`src/hdl/ccc_pkg.sv`:
```
// Shared types, codes and helpers for the correction confusion counter.
// No dependencies; RTL uses scoped names into it, the bench imports it.
package ccc_pkg;

  localparam int MIS_W       = 11;
  localparam int CNT_OUT_W   = 48;
  localparam int OUT_DEPTH   = 3;

  typedef enum logic [1:0] {
    ACT_COMPARE   = 2'd0,
    ACT_READ_CAT  = 2'd1,
    ACT_READ_HIST = 2'd2,
    ACT_NONE      = 2'd3
  } act_t;

  typedef enum logic [1:0] {
    CAT_TP = 2'd0,
    CAT_FP = 2'd1,
    CAT_FN = 2'd2,
    CAT_TN = 2'd3
  } cat_t;

  typedef struct packed {
    cat_t             category;
    logic [MIS_W-1:0] read_mismatches;
  } cls_t;

  typedef struct packed {
    cat_t                 category;
    logic [MIS_W-1:0]     read_mismatches;
    logic [CNT_OUT_W-1:0] tp_total;
    logic [CNT_OUT_W-1:0] fp_total;
    logic [CNT_OUT_W-1:0] fn_total;
    logic [CNT_OUT_W-1:0] tn_total;
    logic [CNT_OUT_W-1:0] hist_count;
  } rsp_t;

  function automatic logic [7:0] fold_upper(input logic [7:0] b);
    logic [7:0] v;
    v = b;
    if (b >= 8'h61 && b <= 8'h7a) begin
      v = b - 8'h20;
    end
    return v;
  endfunction

endpackage

```
`src/hdl/ccc_classify.sv`:
```
// Base classifier and per-read mismatch run register.
// Depends on ccc_pkg for codes, the case fold and the classifier result struct.
module ccc_classify #(
  parameter int HIST_BINS    = 64,
  parameter int MAX_READ_LEN = 1024
) (
  input  logic                         clk,
  input  logic                         rst_n,
  input  logic                         accept,
  input  ccc_pkg::act_t                action,
  input  logic [7:0]                   original_base,
  input  logic [7:0]                   true_base,
  input  logic [7:0]                   corrected_base,
  input  logic                         end_of_read,
  output ccc_pkg::cls_t                cls,
  output logic [$clog2(HIST_BINS)-1:0] hist_bin
);

  localparam int RW  = $clog2(MAX_READ_LEN + 1);
  localparam int HBW = $clog2(HIST_BINS);

  logic [RW-1:0] run_r, run_nxt, run_inc;
  logic [7:0]    r_up, p_up, c_up;
  ccc_pkg::cat_t cat;
  logic          mis;

  always_comb begin
    r_up = ccc_pkg::fold_upper(original_base);
    p_up = ccc_pkg::fold_upper(true_base);
    c_up = ccc_pkg::fold_upper(corrected_base);
    if (r_up != p_up) begin
      cat = (c_up == p_up) ? ccc_pkg::CAT_TP : ccc_pkg::CAT_FN;
    end else begin
      cat = (c_up == p_up) ? ccc_pkg::CAT_TN : ccc_pkg::CAT_FP;
    end
    mis = (cat == ccc_pkg::CAT_FP) || (cat == ccc_pkg::CAT_FN);
    run_inc = (mis && (32'(run_r) < MAX_READ_LEN)) ? run_r + RW'(1) : run_r;
  end

  always_comb begin
    cls.category        = cat;
    cls.read_mismatches = (action == ccc_pkg::ACT_COMPARE) ? ccc_pkg::MIS_W'(run_inc)
                                                           : ccc_pkg::MIS_W'(run_r);
    hist_bin = (32'(run_inc) >= HIST_BINS - 1) ? HBW'(HIST_BINS - 1) : HBW'(run_inc);
  end

  always_comb begin
    run_nxt = run_r;
    if (accept && action == ccc_pkg::ACT_COMPARE) begin
      run_nxt = end_of_read ? '0 : run_inc;
    end
  end

  always_ff @(posedge clk) begin
    if (!rst_n) begin
      run_r <= '0;
    end else begin
      run_r <= run_nxt;
    end
  end

  a_run_clear: assert property (@(posedge clk) disable iff (!rst_n)
    accept && action == ccc_pkg::ACT_COMPARE && end_of_read |=> run_r == '0)
    else $error("mismatch run not cleared at end of read");

  a_run_bound: assert property (@(posedge clk) disable iff (!rst_n)
    32'(run_r) <= MAX_READ_LEN)
    else $error("mismatch run beyond read length limit");

endmodule

```
`config.mk`:
```
export PLATFORM = sky130hd
export DESIGN_NAME = ccc_classify
export DESIGN_NICKNAME = d
export VERILOG_FILES = /design/src/hdl/ccc_pkg.sv /design/src/hdl/ccc_classify.sv
export SDC_FILE = /design/constraint.sdc
export NUM_CORES = 1
export LEC_CHECK = 0
export CAP_MARGIN = 10
export CORE_ASPECT_RATIO = 0.7
export CORE_MARGIN = 2
export CORE_UTILIZATION = 55
export CTS_CLUSTER_SIZE = 10
export DETAILED_ROUTE_END_ITERATION = 16
export DONT_BUFFER_PORTS = 1
export GPL_ROUTABILITY_DRIVEN = 1
export GPL_TIMING_DRIVEN = 0
export PLACE_DENSITY = 0.77
export SLEW_MARGIN = 25
export SYNTH_ARGS = -nofsm -noshare
export SYNTH_HDL_FRONTEND = slang
export SYNTH_SLANG_ARGS = --single-unit
```
`constraint.sdc`:
```
create_clock -name clk -period 3.4 [get_ports clk]
set_clock_uncertainty 0.05 [all_clocks]
set_input_delay 0.51 -clock clk [delete_from_list [all_inputs] [get_ports clk]]
set_output_delay 0.51 -clock clk [all_outputs]
set_load 0.01 [all_outputs]
```
==> run metrics <==
status=complete, but fails checks; failing checks=negative setup slack; routability cong.=0.900; WHS=0.395 ns; fin crit period=3.53 ns; crit path DAT=2.97 ns; placed cells=226; Critical Path Start Type=input port; hpwl dp=2.85 mm; Max Cap Viol=0; Inserted Diodes=0; HP Start=accept; DIE HEIGHT=46.9 um; largest cells by area after synthesis=dfxtp_1 15%, xnor2_1 9.7%, xor2_1 7.9%; Overflow after GRT=0; TritonCTS buffer count=3; Nets=238; Initial DRC Count=168; Hold Buf Count CTS=0; total I/O pin count=49; synth cell count leaders=17 x nand2_1, 16 x xnor2_1, 15 x a21oi_1, 15 x nand3_1, 13 x xor2_1; Clock power frac=38.4%; crit-path max FO=4; CP Class=input port to output pin; Max Clk Rate=283 MHz; final setup violation count=6; Cell Area, Synth=1440 sq um; Gate power share=25.0%; initial antenna violation count=0; Clock Tree Root=clkbuf_8; unrepaired setup endpoints after global routing=true; PD cells=196 nW/um^2; Initial Utilization=58.2%; vias=1545; Post-synth EDFFs=0; crit path from=true_base[4]; drt total wl=4.31 mm; Port Buf Inserts=0; Yosys warnings=0; total track usage=28.2%; asr flop ratio synth=0%; Final Hold Viols=0; core footprint=2480 sq um; largest net degree at the start of global routing=11; register area share after synthesis=15.3%; setup ws final=-0.128 ns; die width=65.2 um; 1st-pass router iterations=4; TritonCTS Sinks=11; clock network latency to the later pin of the worst-skew pair=0.25 ns; worst slew pin tran=0.609 ns; part of the cycle the worst path needs=104%; Vias/cell=6.52; number of flip-flops in the largest register=11; setup TNS=-0.742 ns; Largest Register=run_r; Synth Flop Type=dfxtp_1; Seq pwr share=36.6%; die area=3060 sq um; most common cell in the netlist=nand2_1; final non-filler cell total=237; Clock transition at path regs=0.05 ns; Avg Inst Size Synth=7.51 sq um; P_sw=0.105 mW; number of fill cells=191; CTS tree=yes; Peak supply drop=0.133 mV; synth unique cells=50; WL/cell=18.2 um; share of the synthesized area in the top cell type=15.3%; Layout area overhead=26.3%; row cnt=15; Hold WC Path Type=input port to flip-flop; final core occ=73.5%; Synth Register Bits=11; first-pass GRT wire length=6.60 mm; Sw Share=29.6%; vias in the first global route=1425; Setup crit end kind=output pin; reg2reg start=run_r[2]; Slew Limit Fails=0; CTS Buffer Depth=2; largest registers=run_r (11); dpl ws=-0.396 ns; CTS H-tree lvls=1; Routed Antenna Nets=0; area leader, netlist=dfxtp_1; share of layout cells above drive strength 1=21.7%; Synth Instances=192; P_int=0.251 mW; Required @ worst endpoint=2.84 ns; static leakage=0.736 nW; Rel. slew slack=59.3%; Syn Nets=226; DRC viols=0
==> timing repair <==
item,in CTS,in global routing
setup buffers,7,1
resized for setup,18,19
gates cloned,0,0
setup endpoints to repair,15,16
pin swaps,5,3
==> logic make-up after synthesis <==
family          share of synthesized area (%)
compound gates                           27.3
mux                                      2.17
buf+inv                                  6.16
xor+xnor                                 17.6
flops                                    15.3
simple gates                             28.0
fa+ha+maj                                3.47
==> worst max-delay path, cell delays in order <==
cell	delay, ns
or4_4	0.54
o221a_4	0.31
a41oi_4	0.21
xor2_2	0.11
and4_4	0.19
or4b_4	0.49
a221oi_4	0.33
buf_6	0.18
nand3_4	0.09
==> placed cells by master, fill, tap and decap left out, types with 3 or more instances in the layout <==
cell	netlist	routed
xor2_1	13	11
clkbuf_8	0	3
nand3_4	0	6
o41ai_1	3	3
buf_4	0	5
and3_1	6	6
buf_6	1	4
xnor2_1	16	9
nand3_1	15	9
o21ai_0	7	6
nand4_1	4	4
a21oi_1	15	15
o21bai_1	4	4
dfxtp_1	11	11
nand2_1	17	16
ha_1	4	4
inv_1	10	10
or3_1	6	6
nor2_1	8	8
o211ai_1	3	3
clkbuf_1	7	8
xnor2_2	0	7
==> stage by stage <==
stage               area, sq um  power (mW)
floorplan                  1470       0.191
global placement           1520       0.200
detailed placement         1520       0.203
CTS                        1720       0.353
global route               1820       0.374
finish                     1820       0.356
==> layout make-up <==
type / count / area [sq um] / area share (%)
Multi-Input combinational cell: 160 / 1340 / 73.8
Sequential cell: 11 / 220 / 12.1
Timing Repair Buffer: 8 / 80.1 / 4.40
Buffer: 10 / 52.6 / 2.88
Clock buffer: 4 / 45.0 / 2.47
Tap cell: 34 / 42.5 / 2.34
Inverter: 10 / 37.5 / 2.06
==> path summary, 6_finish.rpt <==
path | depth (start not counted) | to | slack (ns)
worst max register to register | 6 | run_r[9] | 1.19
worst min-delay path | 2 | run_r[10] | 0.39
worst max-delay path | 9 | hist_bin[0] | -0.13
worst min register to register | 2 | run_r[1] | 0.51
==> power groups by stage <==
stage	clock (mW)	combinational, mW	sequential, mW
4_1_cts	0.139	0.0840	0.130
6_report	0.137	0.0891	0.130
5_1_grt	0.146	0.0977	0.130
2_1_floorplan	0	0.0585	0.133
3_3_place_gp	0	0.0671	0.133
3_5_place_dp	0	0.0701	0.133
==> metal layers <==
layer | vias up | global-route usage (%) | part of all wire (%)
met5 | - | 0 | 0
li1 | 734 | - | -
met2 | 76 | 45.3 | 46
met3 | 12 | 6.71 | 7.9
met1 | 723 | 39.5 | 44
met4 | 0 | 5.83 | 2.3
No activity file was read; power rests on OpenSTA's default activity.
