**src/hdl/ccc_ram.sv**
```systemverilog
// Generic single-port-write, single-port-read RAM with registered read data.
// Read returns the old contents when read and write hit the same address.
module ccc_ram #(
  parameter int WIDTH = 8,
  parameter int DEPTH = 16
) (
  input  logic                                  clk,
  input  logic                                  we,
  input  logic [(DEPTH > 1 ? $clog2(DEPTH) : 1)-1:0] waddr,
  input  logic [WIDTH-1:0]                      wdata,
  input  logic [(DEPTH > 1 ? $clog2(DEPTH) : 1)-1:0] raddr,
  output logic [WIDTH-1:0]                      rdata
);

  logic [WIDTH-1:0] mem [DEPTH];

  always_ff @(posedge clk) begin
    if (we) begin
      mem[waddr] <= wdata;
    end
    rdata <= mem[raddr];
  end

endmodule

```
**config.mk**
```make
export PLATFORM = sky130hd
export DESIGN_NAME = ccc_ram
export DESIGN_NICKNAME = d
export VERILOG_FILES = /design/src/hdl/ccc_ram.sv
export SDC_FILE = /design/constraint.sdc
export NUM_CORES = 1
export LEC_CHECK = 0
export BUFFER_PORTS_ARGS = -buffer_cell sky130_fd_sc_hd__buf_2
export CORE_AREA = 5 5 117 86
export CTS_BUF_LIST = sky130_fd_sc_hd__clkbuf_16
export CTS_CLUSTER_SIZE = 28
export DETAILED_ROUTE_END_ITERATION = 6
export DIE_AREA = 0 0 122 91
export PLACE_DENSITY = 0.77
export SETUP_SLACK_MARGIN = 0.4
export SLEW_MARGIN = 20
export SYNTH_ARGS = -nofsm -noshare
export SYNTH_HDL_FRONTEND = slang
export SYNTH_SLANG_ARGS = --single-unit
```
**constraint.sdc**
```tcl
create_clock -name clk -period 2.3 [get_ports clk]
set_clock_uncertainty 0.05 [all_clocks]
set_input_delay 0.115 -clock clk [delete_from_list [all_inputs] [get_ports clk]]
set_output_delay 0.115 -clock clk [all_outputs]
set_load 0.1 [all_outputs]
```
==> results of run 1 <==
per-layer routing:
layer	vias up	GRT usage	wire length (um)
met5	-	0	0
met4	0	0.0756	120
met2	134	0.312	4970
met3	11	0.0578	952
li1	1083	-	-
met1	1277	0.305	4410
per-stage QoR:
step | instance area (um2) | hold WS, ns | worst slack, ns | cells
finish | 6150 | 0.0548 | 0.814 | 419
global route | 6150 | 0.0482 | 0.733 | 419
CTS | 6150 | 0.0398 | 0.790 | 419
detailed placement | 5490 | 0.479 | 0.456 | 388
global placement | 5490 | 0.462 | 0.429 | 388
floorplan | 5150 | 0.164 | 0.642 | 229
final timing paths:
| check | startpoint | end | slack (ns) |
|---|---|---|---|
| setup / recovery | mem[10][5] | rdata[5] | 0.81 |
| hold / removal | wdata[1] | mem[3][1] | 0.05 |
| setup reg to reg | mem[10][5] | rdata[5] | 0.81 |
| hold reg to reg | mem[11][1] | rdata[1] | 0.64 |
final cells by class:
class,instances,area [um2]
clock buffers,17,425
clock inverters,14,230
fillers,537,2670
multi-input cells,83,1060
flip-flops and latches,136,4000
well taps,124,155
repair buffers,45,275
flip-flops by register name, indices dropped and copies added (netlist names):
register	cells
mem	128
rdata	8
placed cells by master, fill, tap and decap left out, drive strengths merged:
| master | n |
|---|---|
| nor2b | 1 |
| clkbuf | 17 |
| clkinv | 5 |
| and2b | 1 |
| nand2 | 9 |
| bufinv | 6 |
| buf | 45 |
| and2 | 1 |
| edfxtp | 128 |
| mux4 | 32 |
| or3b | 1 |
| inv | 2 |
| nand3b | 2 |
| nand3 | 1 |
| nand2b | 2 |
| nor3 | 4 |
| dfxtp | 8 |
| a22oi | 16 |
| clkinvlp | 1 |
| nor2 | 13 |
Yosys cell counts, types with 2 or more instances:
library cell,count
buf_2,3
nand2_1,9
nor3_1,4
a22oi_1,16
nor2_1,13
dfxtp_1,8
clkdlybuf4s25_2,3
mux4_2,18
nand2b_1,2
mux4_1,14
nand3b_1,2
buf_6,3
edfxtp_1,128
power by group:
group          switching, mW  total, mW  internal [mW]
logic                  0.270      0.378          0.109
registers             0.0182       2.79           2.77
clock network          0.979       3.00           2.02
total                   1.27       6.16           4.90
worst max-delay path: stages (launching register included):
cell	delay, ns
edfxtp_1	0.38
mux4_1	0.54
a22oi_1	0.31
nand2_1	0.09
cells by family after synthesis:
family,Yosys count
flops,136
simple gates,35
mux,32
compound gates,16
buf+inv,10
==> summary.md, run 1 <==
| Metric | Value |
|---|---|
| Status | `finished clean` |
| Core region area | `8820 um2` |
| Final-report hold violation count | `0` |
| Antenna-violating nets left | `0` |
| Site row count | `29` |
| Top-area cell type share of the netlist area | `0.747` |
| TritonCTS buffer count | `17` |
| Via count | `2,505` |
| Pwr dens | `1000 nW/um2` |
| FFs w/ async S/R, synth | `0` |
| Max IR drop VDD | `0.852 mV` |
| Synth Area in XOR/XNOR | `0` |
| DRC Markers | `0` |
| Hold path depth | `1` |
| P&R area growth vs syn | `19.4%` |
| Highest Clock Rate | `673 MHz` |
| Sequential area share after synthesis | `0.778` |
| Vias per cell | `5.98` |
| Yosys cell types | `19` |
| Multiplexer share of the synthesized area | `0.150` |
| Number of port buffers | `25` |
| Antenna violations before repair | `0` |
| Class of the worst hold path | `input port to flop` |
| Die area | `11,100 um2` |
| Number of hold buffers added after cts | `0` |
| Flops & latches, synth | `136` |
| Startpoint Class | `flop` |
| Io pins | `26` |
| Root Driver | `clkbuf_16` |
| First-pass DRT Iterations | `4` |
| HPWL Detailed | `6490 um` |
| Mapped Area | `5150 um2` |
| Mapped Avg Cell Area | `22.5 um2` |
| Initial drt markers | `249` |
| Synth area leaders | `edfxtp_1 (75%), mux4_2 (7.9%), mux4_1 (7.1%)` |
| First-pass GRT wire length | `16,100 um` |
| Critical path arrival | `1.73 ns` |
| Fin crit share | `0.646` |
| Req. time, crit path | `2.54 ns` |
| Measured slew at the worst slew-check pin | `0.823 ns` |
| Die Y | `91 um` |
| Max Cap Violations | `0` |
| Die Wd | `122 um` |
| Global Route Usage Sum | `0.210` |
| Post-synthesis adder-cell area fraction | `0` |
| Total gr overflow | `0` |
| Yosys top cell by area | `edfxtp_1` |
| Largest net degree at the start of global routing | `17` |
| Synthesized net count | `roughly 250` |
| Vias in the first global route | `approximately 2,600` |
| CP Class | `flop to flop` |
| Clock Sinks | `136` |
| FF-to-FF path depth | `3` |
| Final setup vio count | `0` |
| Top_reg_cell synth | `edfxtp_1` |
| H-tree levels | `4` |
| Synth Area in Compound Gates | `0.0233` |
| Simple-gate area share of the yosys netlist | `0.0318` |
| Total power | `6.16 mW` |
| Clock tree from TritonCTS | `yes` |
| CP max FO | `1` |
| Initial Utilization | `0.584` |
| Layout Utilization | `0.697` |
| Setup TNS | `0 ns` |
| Total routed wirelength | `10,500 um` |
| CP Capture Type | `flop` |
| Tmin final | `1.49 ns` |
| Diode count | `0` |
| GPL Wtd Cong | `between 0.7 and 0.8` |
| RSZ-0062 raised after global routing | `no` |
| Post-CTS sizing | `0` |
| Post-CTS Setup Repair Bufs | `0` |
| Leak pwr | `2.12 nW` |
| Nets | `around 300` |
| Reg clk slew, reported paths | `0.05 ns` |
| Share of layout cells above drive strength 1 | `0.312` |
| Main combinational cell family by area after synthesis | `multiplexers` |
| Slew Limit Headroom | `0.449` |
| Final Slew Violations | `0` |
| WL/cell | `24.9 um` |
| Clock Path Buffers | `2` |
| Clk_lat worst skew | `slightly above 0.4 ns` |
| Post-synth EDFFs | `~130` |
| Ys Warns | `0` |
| Post-Syn Instances | `229` |
No activity file was read; power rests on OpenSTA's default activity.
==> run 2: changes to the inputs <==
clock period = 1.5 ns   (was 2.3 ns; I/O delays follow)
==> summary.md, run 2 (same netlist as run 1, synthesis figures left out) <==
| Metric | Value |
|---|---|
| CP max FO | `1 (unchanged)` |
| Largest registers | `mem (128), rdata (8)` |
| Largest net degree at the start of global routing | `17 (unchanged)` |
| Reg clk slew, reported paths | `0.06 ns (about the same)` |
| Die Y | `91 um (unchanged)` |
| Max IR drop VDD | `1.02 mV (+20%)` |
| Class of the worst hold path | `input port to flop` |
| Vias in the first global route | `2,566 (+0.39%)` |
| Die area | `11,100 um2 (unchanged)` |
| Total routed wirelength | `10,200 um (-2.3%)` |
| Diode count | `0 (unchanged)` |
| Io pins | `26 (unchanged)` |
| DRC Markers | `0 (unchanged)` |
| Clock tree from TritonCTS | `yes` |
| Clock Sinks | `136 (unchanged)` |
| Leak pwr | `2.10 nW (-0.81%)` |
| Req. time, crit path | `1.74 ns (-0.80 ns)` |
| RSZ-0062 raised after global routing | `yes` |
| CP top delay family | `multiplexers` |
| Post-DP Area | `5560 um2 (+1.3%)` |
| Final setup vio count | `0 (unchanged)` |
| Seq pwr share | `0.474 (+0.021)` |
| Finished Layout Cells | `424 (+1.2%)` |
| Slowest cell delay on critical path | `0.48 ns (-0.06 ns)` |
| Initial drt markers | `229 (-8.0%)` |
| WL/cell | `24.1 um (-3.4%)` |
| Status | `finished clean` |
| Most common cell after layout, fill and taps aside | `edfxtp_1` |
| Initial Utilization | `0.584 (unchanged)` |
| Tmin final | `1.40 ns (-0.0847 ns)` |
| Setup crit end | `rdata[3]` |
| Measured slew at the worst slew-check pin | `0.834 ns (+0.0105 ns)` |
| Total power | `9.08 mW (+47%)` |
| Most frequent cells in the layout | `edfxtp_1 (128), mux4_2 (32), buf_4 (19)` |
| FF-to-FF setup slack | `0.1 ns (-0.72 ns)` |
| Max stage delay cell, worst path | `mux4_2` |
| Reg-to-Reg Start | `mem[11][3]` |
| Vias per cell | `5.89 (-1.4%)` |
| Antenna violations before repair | `0 (unchanged)` |
| Core region area | `8820 um2 (unchanged)` |
| Final Slew Violations | `0 (unchanged)` |
| Crit. Startpoint | `mem[11][3]` |
| Startpoint Class | `flop` |
| Clk_lat worst skew | `0.41 ns (about the same)` |
| Fill count | `535 (-0.37%)` |
| Slew Limit Headroom | `0.443 (-0.00613)` |
| Critical path arrival | `1.64 ns (-0.09 ns)` |
| Layout Utilization | `0.714 (+0.0170)` |
| First-pass GRT wire length | `15,800 um (-1.8%)` |
| Highest Clock Rate | `714 MHz (+6.0%)` |
| P&R area growth vs syn | `22.3%` |
| Stages on the worst setup path | `4 (+1)` |
| Number of flip-flops in the largest register | `128 (unchanged)` |
| Switch share | `0.217 (+0.0116)` |
| Total gr overflow | `0 (unchanged)` |
| CP Class | `flop to flop` |
| Pwr dens | `1440 nW/um2 (+44%)` |
| CP Capture Type | `flop` |
| Cells along the critical path | `mux4_2, a22oi_2, buf_4, nand2_2` |
| Setup ws final | `0.0985 ns (-0.715 ns)` |
| Nets | `305 (+1.3%)` |
| Fin crit share | `0.934 (+0.288)` |
| Site row count | `29 (unchanged)` |
| Clock Path Buffers | `2 (unchanged)` |
| WP buf/inv | `1 (+1)` |
| Antenna-violating nets left | `0 (unchanged)` |
| Root Driver | `clkbuf_16` |
| First-pass DRT Iterations | `4 (unchanged)` |
| Setup WS pre-CTS | `-0.0149 ns (-0.471 ns)` |
| R2R Path End | `rdata[3]` |
| Setup TNS | `0 ns (unchanged)` |
| Final-report hold violation count | `0 (unchanged)` |
| GPL Wtd Cong | `0.761 (-0.20%)` |
| Top reg by flops | `mem` |
| Clk pwr share | `0.450 (-0.036)` |
| Number of port buffers | `25 (unchanged)` |
| Max Cap Violations | `0 (unchanged)` |
| Via count | `2,499 (-0.24%)` |
| Net Sw Power | `1.97 mW (+56%)` |
| Share of layout cells above drive strength 1 | `0.420 (+0.108)` |
| Global Route Usage Sum | `0.204 (-0.00660)` |
| Final instance area | `6300 um2 (+2.4%)` |
| HPWL Detailed | `6540 um (+0.76%)` |
| Hold path depth | `1 (unchanged)` |
| Hold_ws | `0.00306 ns (-0.0518 ns)` |
| TritonCTS buffer count | `17 (unchanged)` |
| Cells after DPL | `391 (+0.77%)` |
| Int Pwr | `7.11 mW (+45%)` |
| Die Wd | `122 um (unchanged)` |
| Comb pwr share | `0.076 (+0.015)` |
| FF-to-FF path depth | `4 (+1)` |
| H-tree levels | `4 (unchanged)` |
-- run 2: changes by cell type in the layout (fill, tap and decap cells not counted), sizes merged --
| cell | delta |
|---|---|
| buf | +3 |
| bufinv | -3 |
| clkinv | +3 |
| clkinvlp | +3 |
| inv | -2 |
| dlygate4sd3 | +1 |
-- run 2: layout make-up --
class                           count  area, um2  area share
Tap cell                          124        155      0.0246
Clock inverter                     15        160      0.0254
Clock buffer                       17        425      0.0676
Timing Repair Buffer               49        473      0.0751
Multi-Input combinational cell     83       1060       0.169
Sequential cell                   136       4020       0.638
-- run 2: timing repair --
action                                  CTS  global route
setup buffers                             0             0
gates resized for setup                  42             1
endpoints found under the setup margin   16            13
hold endpoints to repair                 16             0
hold buffers                              1             0
-- run 2: metal layers --
layer	vias to the layer above	global-route usage	share of wire
li1	1079	-	-
met2	113	0.298	0.48
met1	1301	0.306	0.42
met3	6	0.0571	0.086
met5	-	0	0
met4	0	0.0578	0.0055
-- run 2: power groups by stage --
stage | clock, mW | combinational, mW | sequential (mW)
finish | 4.09 | 0.690 | 4.30
global route | 4.32 | 0.730 | 4.31
CTS | 4.13 | 0.694 | 4.30
detailed placement | 0 | 0.613 | 4.36
global placement | 0 | 0.602 | 4.36
floorplan | 0 | 0.243 | 4.53
-- run 2: how the worst min path moves through the flow --
| stage | startpoint | slack [ns] | end |
|---|---|---|---|
| 2_1_floorplan | wdata[0] | 0.12 | mem[0][0] |
| 4_1_cts | wdata[2] | 0.0006 | mem[12][2] |
| 5_1_grt | wdata[6] | 0.003 | mem[14][6] |
| 6_report | wdata[6] | 0.003 | mem[13][6] |
| 3_5_place_dp | wdata[5] | 0.42 | mem[14][5] |
| 3_3_place_gp | wdata[5] | 0.41 | mem[14][5] |
