$ cat config.mk
export PLATFORM = sky130hd
export DESIGN_NAME = ccc_out_fifo_flat
export DESIGN_NICKNAME = d
export VERILOG_FILES = /design/src/hdl/ccc_pkg.sv /design/src/hdl/ccc_ifs.sv /design/src/hdl/ccc_out_fifo.sv /design/src/flat_wrapper.sv
export SDC_FILE = /design/constraint.sdc
export NUM_CORES = 1
export LEC_CHECK = 0
export BUFFER_PORTS_ARGS = -buffer_cell sky130_fd_sc_hd__buf_2
export CAP_MARGIN = 20
export CORE_ASPECT_RATIO = 0.75
export CORE_MARGIN = 5
export CORE_UTILIZATION = 60
export DETAILED_ROUTE_END_ITERATION = 10
export GPL_ROUTABILITY_DRIVEN = 0
export PLACE_DENSITY = 0.82
export SYNTH_ARGS = -nofsm -noshare
export SYNTH_HDL_FRONTEND = slang
export SYNTH_SLANG_ARGS = --single-unit
$ cat constraint.sdc
create_clock -name clk -period 35 [get_ports clk]
set_input_delay 3.5 -clock clk [delete_from_list [all_inputs] [get_ports clk]]
set_output_delay 3.5 -clock clk [all_outputs]
set_load 0.01 [all_outputs]
$ cat src/hdl/ccc_pkg.sv
// Shared types, codes and helpers for the correction confusion counter.
// No dependencies; RTL uses scoped names into it, the bench imports it.
package ccc_pkg;

  localparam int MIS_W       = 11;
  localparam int CNT_OUT_W   = 48;
  localparam int OUT_DEPTH   = 3;

  typedef enum logic [1:0] {
    ACT_COMPARE   = 2'd0,
    ACT_READ_CAT  = 2'd1,
    ACT_READ_HIST = 2'd2,
    ACT_NONE      = 2'd3
  } act_t;

  typedef enum logic [1:0] {
    CAT_TP = 2'd0,
    CAT_FP = 2'd1,
    CAT_FN = 2'd2,
    CAT_TN = 2'd3
  } cat_t;

  typedef struct packed {
    cat_t             category;
    logic [MIS_W-1:0] read_mismatches;
  } cls_t;

  typedef struct packed {
    cat_t                 category;
    logic [MIS_W-1:0]     read_mismatches;
    logic [CNT_OUT_W-1:0] tp_total;
    logic [CNT_OUT_W-1:0] fp_total;
    logic [CNT_OUT_W-1:0] fn_total;
    logic [CNT_OUT_W-1:0] tn_total;
    logic [CNT_OUT_W-1:0] hist_count;
  } rsp_t;

  function automatic logic [7:0] fold_upper(input logic [7:0] b);
    logic [7:0] v;
    v = b;
    if (b >= 8'h61 && b <= 8'h7a) begin
      v = b - 8'h20;
    end
    return v;
  endfunction

endpackage

$ cat src/hdl/ccc_ifs.sv


interface ccc_out_if;
  logic         valid;
  logic         ready;
  logic [1:0]   category;
  logic [10:0]  read_mismatches;
  logic [47:0]  tp_total;
  logic [47:0]  fp_total;
  logic [47:0]  fn_total;
  logic [47:0]  tn_total;
  logic [47:0]  hist_count;

  modport source(output valid, category, read_mismatches, tp_total, fp_total,
                 fn_total, tn_total, hist_count, input ready);
  modport sink(input valid, category, read_mismatches, tp_total, fp_total,
               fn_total, tn_total, hist_count, output ready);
endinterface

$ cat src/hdl/ccc_out_fifo.sv
// Three-entry result buffer that drives the result channel.
// Depends on ccc_pkg (result struct) and ccc_ifs (result interface).
module ccc_out_fifo (
  input  logic          clk,
  input  logic          rst_n,
  input  logic          push,
  input  ccc_pkg::rsp_t push_data,
  output logic [1:0]    count,
  ccc_out_if.source     out_chan
);

  localparam int FD = ccc_pkg::OUT_DEPTH;

  ccc_pkg::rsp_t buf_r [FD];
  logic [1:0]    wr_ptr_r, wr_ptr_nxt;
  logic [1:0]    rd_ptr_r, rd_ptr_nxt;
  logic [1:0]    count_r, count_nxt;
  logic          pop;
  ccc_pkg::rsp_t head;

  assign pop  = out_chan.valid && out_chan.ready;
  assign head = buf_r[rd_ptr_r];

  always_comb begin
    out_chan.valid           = (count_r != 2'd0);
    out_chan.category        = head.category;
    out_chan.read_mismatches = head.read_mismatches;
    out_chan.tp_total        = head.tp_total;
    out_chan.fp_total        = head.fp_total;
    out_chan.fn_total        = head.fn_total;
    out_chan.tn_total        = head.tn_total;
    out_chan.hist_count      = head.hist_count;
    count                    = count_r;
  end

  always_comb begin
    wr_ptr_nxt = wr_ptr_r;
    rd_ptr_nxt = rd_ptr_r;
    if (push) begin
      wr_ptr_nxt = (wr_ptr_r == 2'(FD - 1)) ? 2'd0 : wr_ptr_r + 2'd1;
    end
    if (pop) begin
      rd_ptr_nxt = (rd_ptr_r == 2'(FD - 1)) ? 2'd0 : rd_ptr_r + 2'd1;
    end
    count_nxt = count_r + 2'(push) - 2'(pop);
  end

  always_ff @(posedge clk) begin
    if (push) begin
      buf_r[wr_ptr_r] <= push_data;
    end
  end

  always_ff @(posedge clk) begin
    if (!rst_n) begin
      wr_ptr_r <= '0;
      rd_ptr_r <= '0;
      count_r  <= '0;
    end else begin
      wr_ptr_r <= wr_ptr_nxt;
      rd_ptr_r <= rd_ptr_nxt;
      count_r  <= count_nxt;
    end
  end

  a_no_overflow: assert property (@(posedge clk) disable iff (!rst_n)
    !(push && !pop && count_r == 2'(FD)))
    else $error("result buffer overflow");

  a_ptr_track: assert property (@(posedge clk) disable iff (!rst_n)
    (count_r == 2'd0) |-> (wr_ptr_r == rd_ptr_r))
    else $error("empty buffer with pointers apart");

endmodule

$ cat src/flat_wrapper.sv
// flat-port wrapper written by rule: the top's interface ports become plain ports
module ccc_out_fifo_flat 
  (clk, rst_n, push, push_data, count, out_chan_valid, out_chan_category, out_chan_read_mismatches, out_chan_tp_total, out_chan_fp_total, out_chan_fn_total, out_chan_tn_total, out_chan_hist_count, out_chan_ready);
  ccc_out_if out_chan_i ();
  input  logic clk;
  input  logic rst_n;
  input  logic push;
  input  ccc_pkg::rsp_t push_data;
  output logic [1:0] count;
  output wire logic [$bits(out_chan_i.valid)-1:0] out_chan_valid;
  output wire logic [$bits(out_chan_i.category)-1:0] out_chan_category;
  output wire logic [$bits(out_chan_i.read_mismatches)-1:0] out_chan_read_mismatches;
  output wire logic [$bits(out_chan_i.tp_total)-1:0] out_chan_tp_total;
  output wire logic [$bits(out_chan_i.fp_total)-1:0] out_chan_fp_total;
  output wire logic [$bits(out_chan_i.fn_total)-1:0] out_chan_fn_total;
  output wire logic [$bits(out_chan_i.tn_total)-1:0] out_chan_tn_total;
  output wire logic [$bits(out_chan_i.hist_count)-1:0] out_chan_hist_count;
  input wire logic [$bits(out_chan_i.ready)-1:0] out_chan_ready;
  assign out_chan_valid = out_chan_i.valid;
  assign out_chan_category = out_chan_i.category;
  assign out_chan_read_mismatches = out_chan_i.read_mismatches;
  assign out_chan_tp_total = out_chan_i.tp_total;
  assign out_chan_fp_total = out_chan_i.fp_total;
  assign out_chan_fn_total = out_chan_i.fn_total;
  assign out_chan_tn_total = out_chan_i.tn_total;
  assign out_chan_hist_count = out_chan_i.hist_count;
  assign out_chan_i.ready = out_chan_ready;
  ccc_out_fifo u_core (.clk(clk), .rst_n(rst_n), .push(push), .push_data(push_data), .count(count), .out_chan(out_chan_i));
endmodule
==> results of run 1 <==
## layer usage
metal  GRT usage [%]  vias to the layer above  share of wire [%]
li1                -                     7285                  -
met1           27.70                     7764                 36
met2           38.71                      602                 51
met3           7.891                      138                9.5
met4           7.257                       36                2.6
met5               0                        -               0.37
## where the power goes
part / internal (µW) / leakage, µW / switching (µW)
registers: 1050 / 0.00709 / 11.7
logic: 62.2 / 0.00330 / 105
clock network: 414 / 0.00109 / 317
## path summary, 6_finish.rpt
check                                             end  slack [ps]  cells past startpoint
worst max register to register   u_core.buf_r[1][232]       31610                      4
worst min register to register                   flop         520                      2
worst max-delay path            out_chan_fp_total[44]       27700                      5
worst min-delay path                             flop         520                      2
## logic make-up after synthesis
| kind of cell | Yosys count | synth area share (%) |
|---|---|---|
| and+or+nand+nor | 270 | 3.650 |
| muxes | 255 | 8.993 |
| DFF | 767 | 80.86 |
| buffers and inverters | 86 | 1.829 |
| AOI/OAI and AO/OA | 261 | 4.620 |
| adders and majority gates | 1 | 0.04407 |
## area by class of cell
cell class	count	area [µm²]
Sequential cell	767	22960
Fill cell	2848	13390
Inverter	1	3.754
Multi-Input combinational cell	787	4932
Tap cell	639	799.5
Clock inverter	40	315.3
Timing Repair Buffer	530	2723
Clock buffer	89	1887
Antenna cell	15	37.54
## state kept, by name, indices dropped and copies added, names as in the netlist, named ones only
name             count
u_core.buf_r       759
u_core.count         2
u_core.rd_ptr_r      2
u_core.wr_ptr_r      2
## placed cells by master, fill, tap and decap left out, types with 4 or more instances in the layout
cell type / count
edfxtp_1: 759
buf_2: 512
nand2_1: 258
mux2i_1: 255
o21ai_1: 170
o21ai_0: 89
clkbuf_16: 73
clkinv_1: 17
clkbuf_1: 16
buf_4: 16
diode_2: 15
clkinv_2: 14
dfxtp_1: 6
bufinv_16: 4
## tightest hold or removal path: stages (launching register included)
cell and delay [ps]:
dfxtp_1 320, nand3_1 70, o21ai_0 80
## metrics by stage
step                      power [µW]  std cells  setup slack (ps)  area, µm²  hold WS [ps]
after floorplan                 1192       1640             12080      28380         474.9
after global routing            2032       2864             27440      33650         565.9
after detailed placement        1252       2724             28300      31420         508.4
after global placement          1245       2724             28310      31420         488.6
after CTS                       1978       2853             27660      33620         523.3
final                           1963       2868             27700      33660         520.2
==> impl_metrics.env, run 1 <==
export IMPL_status="completed"
export IMPL_root_buffer="clkbuf_16"
export IMPL_fin_skew_ps=15.88
export IMPL_reg2reg_from="u_core.wr_ptr_r[0]"
export IMPL_cts_buffer_depth=3
export IMPL_crit_top_cell="buf_4"
export IMPL_cts_sinks=767
export IMPL_rsz0062_at_grt="false"
export IMPL_synthTopCellsByArea="edfxtp_1 (80%), mux2i_1 (9.0%), nand2_1 (3.4%)"
export IMPL_min_from="u_core.rd_ptr_r[1]"
export IMPL_crit_type="reg -> out"
export IMPL_synth_top_area_share_pct=80.30
export IMPL_path_delay_family="buffers and inverters"
export IMPL_antenna_left=0
export IMPL_drt_total_wl_mm=61.32
export IMPL_htreeDepth=3
export IMPL_synthTopCellsByCount="edfxtp_1 (759), nand2_1 (258), mux2i_1 (255)"
export IMPL_yosys_area_top_type="edfxtp_1"
export IMPL_post_route_min_period_ps=7295
export IMPL_synth_nets=1898
export IMPL_netlist_area_um2=28380
export IMPL_setup_viol=0
export IMPL_cts_setup_buffers=0
export IMPL_rows=69
export IMPL_yosysMostFrequentCell="edfxtp_1"
export IMPL_fin_nets=2416
export IMPL_dr_pass1_iters=5
export IMPL_viasPerCell=5.518
export IMPL_timing_hold_violations_final=0
export IMPL_ys_flop_type="edfxtp_1"
export IMPL_avgSynthCellArea_um2=17.31
export IMPL_cts_buffers=71
export IMPL_grtUsageTotal_pct=22.73
export IMPL_hold_class="reg -> reg"
export IMPL_num_vias=15825
export IMPL_drive_gt1_share_pct=28.55
export IMPL_path_max_fanout=59
export IMPL_fin_tns_setup_ps=0
export IMPL_core_um2=47050
export IMPL_worst_ep_arrival_time_ps=3800
export IMPL_max_stage_delay_ps=950
export IMPL_initial_core_util_pct=60.32
export IMPL_grt_overflow_total=0
export IMPL_die_w_um=261.1
export IMPL_slew_headroom_pct=14.98
export IMPL_ctsHoldBuffers=0
export IMPL_p_leak_uw=0.01147
export IMPL_powerDensity_nw_per_um2=58.34
export IMPL_die_area_um2=51800
export IMPL_synth_seq_area_share_pct=80.86
export IMPL_synth_seq_cells=767
export IMPL_clock_latency_ps=590
export IMPL_synthCells=1640
export IMPL_worst_path_max_delay_cell="buf_4"
export IMPL_timing_final_crit_share_pct=20.84
export IMPL_synth_cell_types=22
export IMPL_async_reset_ff_share_pct=0
export IMPL_utilization_pct=71.53
export IMPL_grt_max_degree=236
export IMPL_antenna_found_initial=30
export IMPL_worst_ep_required_time_ps=31500
export IMPL_syn2layout_area_growth_pct=18.58
export IMPL_path_buf_inv=3
export IMPL_die_y_um=198.4
export IMPL_cts_resized=0
export IMPL_cts_tree="done"
export IMPL_ys_warn_count=0
export IMPL_end_kind="output pin"
export IMPL_drv_cap=0
export IMPL_max_slew_worst_pin_slew_ps=1275
export IMPL_num_io_pins=513
export IMPL_max_clock_freq_mhz=137.1
export IMPL_drc_errors=0
export IMPL_startpoint_type="flop"
export IMPL_wire_per_inst_um=21.38
export IMPL_grt_pass1_wl_mm=90.31
export IMPL_crit_chain="buf_4 > buf_4 > mux2i_1 > o21ai_1 > buf_2"
export IMPL_vdd_drop_max_mv=0.05541
export IMPL_synth_edf_count=759
export IMPL_slew_viol_final=0
export IMPL_path_clk_slew_ps=60
export IMPL_place_hpwl_mm=37.37
export IMPL_numPortBuffers=512
export IMPL_grt_pass1_vias=15947
export IMPL_drtIter0Drc=1334
Power figures use the tool's default switching activity.
==> inputs of run 2 (changes only) <==
- CORE_UTILIZATION: 60 -> 55
- PLACE_DENSITY: 0.82 -> 0.76
- clock period: 35 -> 6.8 ns (I/O delays scaled with it)
==> run 2 against run 1 <==
Flip-flop and latch count is the same; combinational power rose to 5.1 times the previous value; global-route usage fell by 2.3 points; critical path depth down 1; wire length shrank 1.7%; clock power grew to 5.5 times the previous value; worst setup slack got worse by 25000 ps; register-to-register slack lost 27000 ps; die area increased by 8.7%; utilization is 5.4 points lower; first-iteration DRC count shrank 8.1%; non-clock buffer count decreased by 3.
==> impl_metrics.env, run 2 (same netlist as run 1, synthesis figures left out) <==
export IMPL_status="completed"
export IMPL_final_cell_mix="edfxtp_1 (759), buf_2 (512), nand2_1 (258)"
export IMPL_timing_final_crit_share_pct=55.93
export IMPL_grtUsageTotal_pct=20.41
export IMPL_hold_end="u_core.buf_r[2][69]"
export IMPL_end_kind="output pin"
export IMPL_p_leak_uw=0.01157
export IMPL_powerDensity_nw_per_um2=305.6
export IMPL_htreeDepth=3
export IMPL_setup_viol=0
export IMPL_startpoint_type="flop"
export IMPL_switching_power_uw=2277
export IMPL_cts_buffer_depth=3
export IMPL_multi_input_area_um2=4938
export IMPL_max_clock_freq_mhz=262.9
export IMPL_grt_max_degree=242
export IMPL_fin_tns_setup_ps=0
export IMPL_fill_cells=3466
export IMPL_drive_gt1_share_pct=28.91
export IMPL_routed_top_layer="met5"
export IMPL_grt_pass1_wl_mm=88.07
export IMPL_grt_pass1_vias=15292
export IMPL_worst_ep_required_time_ps=6120
export IMPL_p_comb_share_pct=8.2
export IMPL_timing_hold_violations_final=0
export IMPL_reg2reg_from="u_core.wr_ptr_r[0]"
export IMPL_die_w_um=272.3
export IMPL_syn2layout_area_growth_pct=19.57
export IMPL_grt_overflow_total=0
export IMPL_p_sw_share_pct=21.96
export IMPL_largest_reg_flops=759
export IMPL_final_common_cell="edfxtp_1"
export IMPL_path_max_fanout=241
export IMPL_slew_headroom_pct=16.68
export IMPL_crit_type="reg -> out"
export IMPL_met2WireLength_mm=29.85
export IMPL_p_seq_share_pct=52.9
export IMPL_fin_area_um2=33940
export IMPL_cts_setup_buffers=0
export IMPL_num_vias=15618
export IMPL_hold_class="in -> reg"
export IMPL_post_route_min_period_ps=3803
export IMPL_root_buffer="clkbuf_16"
export IMPL_intPower_uw=8094
export IMPL_rrSetupSlack_ps=4140
export IMPL_wire_per_inst_um=20.77
export IMPL_drt_met1_wl_mm=23.33
export IMPL_reg2reg_depth=4
export IMPL_rows=72
export IMPL_fin_skew_ps=19.61
export IMPL_slew_viol_final=0
export IMPL_regArea_um2=22960
export IMPL_clkPwrFrac_pct=38.9
export IMPL_viasPerCell=5.384
export IMPL_whs_path_depth=1
export IMPL_dp_slack_ps=3722
export IMPL_placedCellCount=2748
export IMPL_antenna_found_initial=28
export IMPL_cts_buffers=73
export IMPL_clock_latency_ps=610
export IMPL_place_hpwl_mm=36.52
export IMPL_wl_met3_mm=5.347
export IMPL_die_y_um=206.7
export IMPL_numPortBuffers=512
export IMPL_cts_sinks=767
export IMPL_drv_cap=0
export IMPL_die_area_um2=56300
export IMPL_final_cells=2901
export IMPL_cts_tree="done"
export IMPL_dr_pass1_iters=5
export IMPL_worst_slack_ps=2997
export IMPL_fin_nets=2415
export IMPL_timing_rr_end="u_core.buf_r[1][224]"
export IMPL_ctsHoldBuffers=0
export IMPL_min_from="push_data[69]"
export IMPL_vdd_drop_max_mv=0.2601
export IMPL_drc_errors=0
export IMPL_max_slew_worst_pin_slew_ps=1250
export IMPL_top_register="u_core.buf_r"
export IMPL_path_clk_slew_ps=60
export IMPL_initial_core_util_pct=55.28
export IMPL_dpl_cell_area_um2=31470
export IMPL_rsz0062_at_grt="false"
export IMPL_cts_resized=0
export IMPL_core_um2=51350
export IMPL_drt_total_wl_mm=60.27
export IMPL_worst_ep_arrival_time_ps=3120
export IMPL_drtIter0Drc=1226
export IMPL_num_io_pins=513
export IMPL_antenna_left=0
run 2: area by class of cell:
type                            count  share of cell area, %
Antenna cell                       18                 0.1327
Clock buffer                       86                  5.777
Clock inverter                     49                  1.353
Inverter                            1                0.01106
Multi-Input combinational cell    787                  14.55
Sequential cell                   767                  67.65
Tap cell                          666                  2.455
Timing Repair Buffer              527                  8.067
run 2: worst max-delay path, stage by stage (launching register included):
cell and delay [ps]:
dfxtp_4 950, buf_12 650, nand2_1 140, o21ai_1 170, buf_2 180
run 2: routing by layer:
metal	vias up	global-route usage (%)
li1	7286	-
met1	7659	25.54
met2	528	33.67
met3	121	7.338
met4	24	6.968
met5	-	0
run 2: per-stage QoR:
stage / total power, µW / hold slack (ps) / util [%]
final: 10370 / 271.7 / 66.09
after global routing: 10760 / 229.3 / 66.05
after global placement: 6413 / 487.5 / 61.29
after floorplan: 6060 / 474.9 / -
after detailed placement: 6444 / 512.2 / 61.29
after CTS: 10480 / 217.2 / 66.00
run 2: power groups by stage:
stage,sequential [µW],clock (µW),combinational (µW)
floorplan,5590,0,468
detailed placement,5590,0,858
finish,5490,4030,852
global route,5500,4340,922
CTS,5490,4120,864
global placement,5570,0,840
run 2: how the worst max path moves through the flow:
stage / to / slack, ps
5_1_grt: out_chan_fp_total[21] / 2790
3_5_place_dp: u_core.buf_r[1][207] / 3720
4_1_cts: out_chan_tn_total[0] / 3040
3_3_place_gp: u_core.buf_r[1][234] / 3710
6_report: out_chan_fp_total[21] / 3000
2_1_floorplan: u_core.buf_r[0][0] / -740
